[config.mk]
export PLATFORM = sky130hd
export DESIGN_NAME = stbs_ctrl
export DESIGN_NICKNAME = d
export VERILOG_FILES = /design/src/rtl/stbs_pkg.sv /design/src/rtl/stbs_ctrl.sv
export SDC_FILE = /design/constraint.sdc
export NUM_CORES = 1
export LEC_CHECK = 0
export BUFFER_PORTS_ARGS = -buffer_cell sky130_fd_sc_hd__clkbuf_2
export CAP_MARGIN = 5
export CORE_AREA = 10 10 47 49
export DETAILED_ROUTE_END_ITERATION = 6
export DIE_AREA = 0 0 57 59
export GPL_ROUTABILITY_DRIVEN = 0
export PLACE_DENSITY_LB_ADDON = 0.05
export SYNTH_ARGS = -nofsm -noshare
export SYNTH_HDL_FRONTEND = slang
export SYNTH_SLANG_ARGS = --single-unit
[constraint.sdc]
create_clock -name i_clk -period 1.4 [get_ports i_clk]
set_input_delay 0.28 -clock i_clk [delete_from_list [all_inputs] [get_ports i_clk]]
set_output_delay 0.28 -clock i_clk [all_outputs]
set_load 0.05 [all_outputs]
[src/rtl/stbs_pkg.sv]
// Shared types and constants for the sorted-table binary search block.
`default_nettype none
package stbs_pkg;

    localparam int DATA_W          = 32;
    localparam int IDX_W           = 10;
    localparam int COUNT_W         = 11;
    localparam int POS_W           = 10;
    localparam int DEF_TABLE_DEPTH = 1024;

    localparam logic ACT_LOAD   = 1'b0;
    localparam logic ACT_SEARCH = 1'b1;

    // controller -> datapath
    typedef struct packed {
        logic load;       // write one table entry
        logic init;       // start a search: latch key, set bounds
        logic probe;      // read the midpoint entry
        logic miss;       // window empty: key absent
        logic hit;        // probed entry equals key
        logic go_lower;   // key below probed entry
        logic go_upper;   // key above probed entry
    } t_dp_cmd;

    // datapath -> controller
    typedef struct packed {
        logic empty;      // low bound has reached high bound
        logic key_eq;
        logic key_lt;
    } t_dp_stat;

endpackage
`default_nettype wire

[src/rtl/stbs_ctrl.sv]
// Search controller: sequences probe reads and compares.
`default_nettype none
module stbs_ctrl
    import stbs_pkg::*;
(
    input  wire logic     i_clk,
    input  wire logic     i_rst_n,
    input  wire logic     start,
    input  wire logic     i_action,
    input  wire t_dp_stat i_stat,
    output logic          busy,
    output logic          o_done,
    output t_dp_cmd       o_cmd
);

    typedef enum logic [3:0] {
        S_IDLE = 4'b0001,
        S_READ = 4'b0010,
        S_CMP  = 4'b0100,
        S_DONE = 4'b1000
    } t_state;

    t_state r_state, n_state;

    always_comb begin
        n_state = r_state;
        o_cmd   = '0;
        case (r_state)
            S_IDLE: begin
                if (start) begin
                    if (i_action == ACT_SEARCH) begin
                        o_cmd.init = 1'b1;
                        n_state    = S_READ;
                    end else begin
                        o_cmd.load = 1'b1;
                    end
                end
            end
            S_READ: begin
                if (i_stat.empty) begin
                    o_cmd.miss = 1'b1;
                    n_state    = S_DONE;
                end else begin
                    o_cmd.probe = 1'b1;
                    n_state     = S_CMP;
                end
            end
            S_CMP: begin
                if (i_stat.key_eq) begin
                    o_cmd.hit = 1'b1;
                    n_state   = S_DONE;
                end else if (i_stat.key_lt) begin
                    o_cmd.go_lower = 1'b1;
                    n_state        = S_READ;
                end else begin
                    o_cmd.go_upper = 1'b1;
                    n_state        = S_READ;
                end
            end
            S_DONE: begin
                n_state = S_IDLE;
            end
            default: begin
                n_state = S_IDLE;
            end
        endcase
    end

    always_ff @(posedge i_clk) begin
        if (!i_rst_n) begin
            r_state <= S_IDLE;
        end else begin
            r_state <= n_state;
        end
    end

    assign busy   = (r_state != S_IDLE);
    assign o_done = (r_state == S_DONE);

endmodule
`default_nettype wire

## Word level (Yosys, flattened, before mapping)

Cells that the tools add are included.

- Eq/ne operators: 7
- Multiplexer cells: 17
- Reduce and logical (&&, ||, !) cells: 1

Operators with widths:

| cell | number |
|---|---|
| two-way mux 4 bit | 4 |
| case mux 4 bit (3 select lines) | 1 |
| two-way mux 2 bit | 4 |
| two-way mux 1 bit | 7 |
| equality test 4 x 1 -> 1 bit, second input constant | 1 |
| equality test 4 x 2 -> 1 bit, second input constant | 1 |
| equality test 4 x 3 -> 1 bit, second input constant | 1 |
| equality test 4 bit, second input constant | 1 |
| inequality test 2 bit, second input constant | 2 |
| inequality test 4 x 1 -> 1 bit, second input constant | 1 |
| two-way mux 3 bit | 1 |
| AND reduction 2 bit | 1 |

- Bits in registers: 4
- Bits of input ports: 7
- Output and inout bits: 9
- Logic and storage cells: 26

## Longest topological paths before layout

- Word-level depth: 3
- Mapped depth: 4
- Depth with buffers taken out: 4

## Worst setup path after synthesis

No wires, ideal clock.

- Path kind: reg-to-output
- From: register r_state[3]
- To: output port o_done
- Data arrival time: 2.066 ns
- Data required time: 1.120 ns
- Slack: -0.946 ns
- Cell stages (with the launch flop): 2
- Buffers on the path: 0
- Cells stage by stage: dfxtp_1 nor4b_1

- Cells in the longest elaborated chain, start to end: 1

RTL lines:

| item | line | RTL |
|---|---|---|
| start, declared | stbs_ctrl.sv:23 | `t_state r_state, n_state;` |
| start signal, assigned | stbs_ctrl.sv:73 | `r_state <= n_state;` |
| equality test 4 bit | stbs_ctrl.sv:78 | `assign o_done = (r_state == S_DONE);` |
| end, declared | stbs_ctrl.sv:12 | `output logic o_done,` |

Every way passes these cells.

==> impl_results.md <==
* Status: complete, but fails checks
* Failing checks: setup timing
* CP Data Required Time at 1.12 ns
* Layout area overhead at 162%
* Fraction of the mapped netlist area in compound gates at 10.3%
* Clock Root Buffer: clkbuf_4
* Hold_buf cts at 0
* Initial DRC count at 2
* Synth Area in XOR/XNOR at 3.14%
* Synthesized cell area at 279 um2
* TritonCTS clock tree: yes
* Global-route wire length before repair at 1.64 mm
* Worst setup margin at -0.237 ns
* Layout cells sized above 1 at 83.6%
* Drt pass-1 iters at 3
* Final-stage net count at 70
* Unique cell type count in the Yosys netlist at 20
* Reg2reg end: r_state[0]$_SDFFE_PN1P_
* Total wire length at 1.03 mm
* Slew headroom at 80.2%
* Core area at 1400 um2
* Number of port buffers at 15
* Hpwl dp at 781 um
* Max Slew Vio Count at 0
* Starting density of the core at 19.9%
* CP startpoint kind: flop
* DRC viols at 0
* CTS Sinks at 4
* Critical hold path startpoint: i_stat[2]
* Hold Path Stages at 2
* Syn Inst Count at 31
* Critical path type: reg2out
* All-Layer GR Usage at 6.00%
* Setup TNS at -1.72 ns
* Min-delay worst type: in2reg
* Layout fillers at 140
* Biggest regs: r_state (4)
* Bufs on Longest Clock Path at 2
* Combinational share of power at 39.4%
* Largest net degree at the start of global routing at 7
* Element type at the critical path end: primary output
* Worst reg2reg path depth at 6
* Hold Violations, Final at 0
* DIE WIDTH at 57 um
* Minimum clock period after layout at 1.64 ns
* Drt wl/cell at 13.4 um
* Clock slew at the register clock pins of the worst setup and hold paths at 0.03 ns
* Reg area at 92.6 um2
* Max VDD drop at 0.386 mV
* Post-layout util at 52.2%
* Yosys reg bits at 4
* Final Cycle Share at 117%
* Most frequent cells in the layout: 10 x buf_4, 6 x clkbuf_2, 6 x buf_12
* Most common cell after layout, fill and taps aside: buf_4
* Static Leak at 0.299 nW
* Row cnt at 14
* Worst EP arrival at 1.36 ns
* Cell Pwr Density at 585 nW/um2
* RSZ-0062 raised after global routing: yes
* Largest family of logic cells by synthesized area: simple AND/OR/NAND/NOR gates
* Area share of fa/ha/maj cells after synthesis at 0%
* DIE HEIGHT at 59 um
* DIE AREA at 3360 um2
* Final setup violating endpoints at 9
* Post-Synth Simple-Gate Area at 53.8%
* Initial antenna violation count at 0
* Sequential area share after synthesis at 28.7%
* Sw Ratio at 30.4%
* Maximum clock rate at 611 MHz
* Total power at 428 uW
* Flop-to-flop setup slack at 0 ns
* Vias at 329
* # IOs at 16
* Worst skew pair latency at 0.22 ns
* Most flops, register: r_state
* Mean Syn Cell Area at 9.00 um2
* Vias in the first global route at 359
* Clk_skew at 0.00190 ns
* Synthesis Warnings at 0
* R2R Path Start: r_state[1]$_SDFFE_PN0P_
* Antenna fix cells at 0
* Hold Worst Slack at 0.316 ns
* Worst Max-Slew Pin Slew at 0.296 ns
* Clk network pwr share at 30.9%
* GRT Residual Overflow at 0
* CP Max Fanout at 6
* Seq pwr share at 29.7%
* Largest register FFs at 4
* Multi-input logic area at 268 um2
* Antenna violation net count after detailed routing at 0
* H-tree levels at 1
* Max Cap Viol at 0
* Vias per cell at 4.27
* Post-synthesis mux area share at 0%
* Syn Nets at 38
* WHS Endpoint: r_state[2]$_SDFFE_PN0P_
* Net switching power at 130 uW
* CTS Buf Count at 3
* Pint at 298 uW
stage by stage:
stage	area (um2)	cells	setup slack (ns)
after global routing	732	77	-0.324
after floorplan	343	31	-0.0250
after detailed placement	566	67	-0.0857
after CTS	719	78	-0.249
after global placement	566	67	-0.0363
final	732	77	-0.237
layout make-up:
| cell class | instances | area share [%] |
|---|---|---|
| multi-input cells | 24 | 36.6 |
| clock buffers | 3 | 3.08 |
| flip-flops and latches | 4 | 12.6 |
| well taps | 16 | 2.74 |
| inverters | 3 | 2.39 |
| repair buffers | 27 | 42.6 |
cell usage after synthesis (all sizes together):
library cell | n | share of area (%)
nor3b | 1 | 2.7
nor4b | 4 | 22
nand3 | 1 | 1.8
a22oi | 1 | 2.7
a21boi | 1 | 2.7
nor2 | 4 | 5.4
or3 | 1 | 2.2
nor4 | 1 | 4.5
inv | 3 | 4.0
nor2b | 1 | 2.2
xor2 | 1 | 3.1
nand2 | 1 | 1.3
o21ai | 2 | 4.9
nand2b | 2 | 4.5
dfxtp | 4 | 29
and2 | 3 | 6.7
layer usage:
layer / GRT usage [%] / wire length [um]
met3: 1.93 / 61
met1: 6.04 / 410
met4: 2.01 / 0
met5: 0 / 0
met2: 11.3 / 559
power by group through the flow:
stage / combinational, mW / clock [mW] / sequential (mW)
global route: 0.178 / 0.143 / 0.128
global placement: 0.124 / 0 / 0.132
finish: 0.169 / 0.132 / 0.127
detailed placement: 0.126 / 0 / 0.132
floorplan: 0.0694 / 0 / 0.132
CTS: 0.160 / 0.139 / 0.127
critical path, cell delays in order (launching register included):
cell,delay [ns]
dfxtp_4,0.36
nor4b_4,0.29
nand2b_1,0.20
nor2_4,0.14
buf_12,0.14
what timing repair did:
action / 4_1_cts / 5_1_grt
endpoints found under the setup margin: 9 / 13
setup buffers: 8 / 4
cloned: 0 / 0
pin swaps: 7 / 10
gates resized for setup: 14 / 5
worst max-delay path by stage:
stage	from	endpoint	slack, ns	cells past startpoint
after floorplan	r_state[0]$_SDFFE_PN1P_	o_cmd[0]	-0.02	3
after global placement	r_state[2]$_SDFFE_PN0P_	o_cmd[1]	-0.04	4
after detailed placement	r_state[2]$_SDFFE_PN0P_	o_cmd[0]	-0.09	4
after CTS	r_state[1]$_SDFFE_PN0P_	o_cmd[0]	-0.25	4
after global routing	r_state[0]$_SDFFE_PN1P_	o_cmd[0]	-0.32	4
final	r_state[0]$_SDFFE_PN1P_	o_cmd[0]	-0.24	4
cell families (layout without fill, tap and decap cells):
family                 count (synthesis)  count (layout)
buffers and inverters                  3              33
XOR/XNOR                               1               1
flip-flops                             4               4
AND/OR/NAND/NOR                       19              19
AO/OA/AOI/OAI                          4               4
Note: power is estimated with default switching activity, not from simulation.
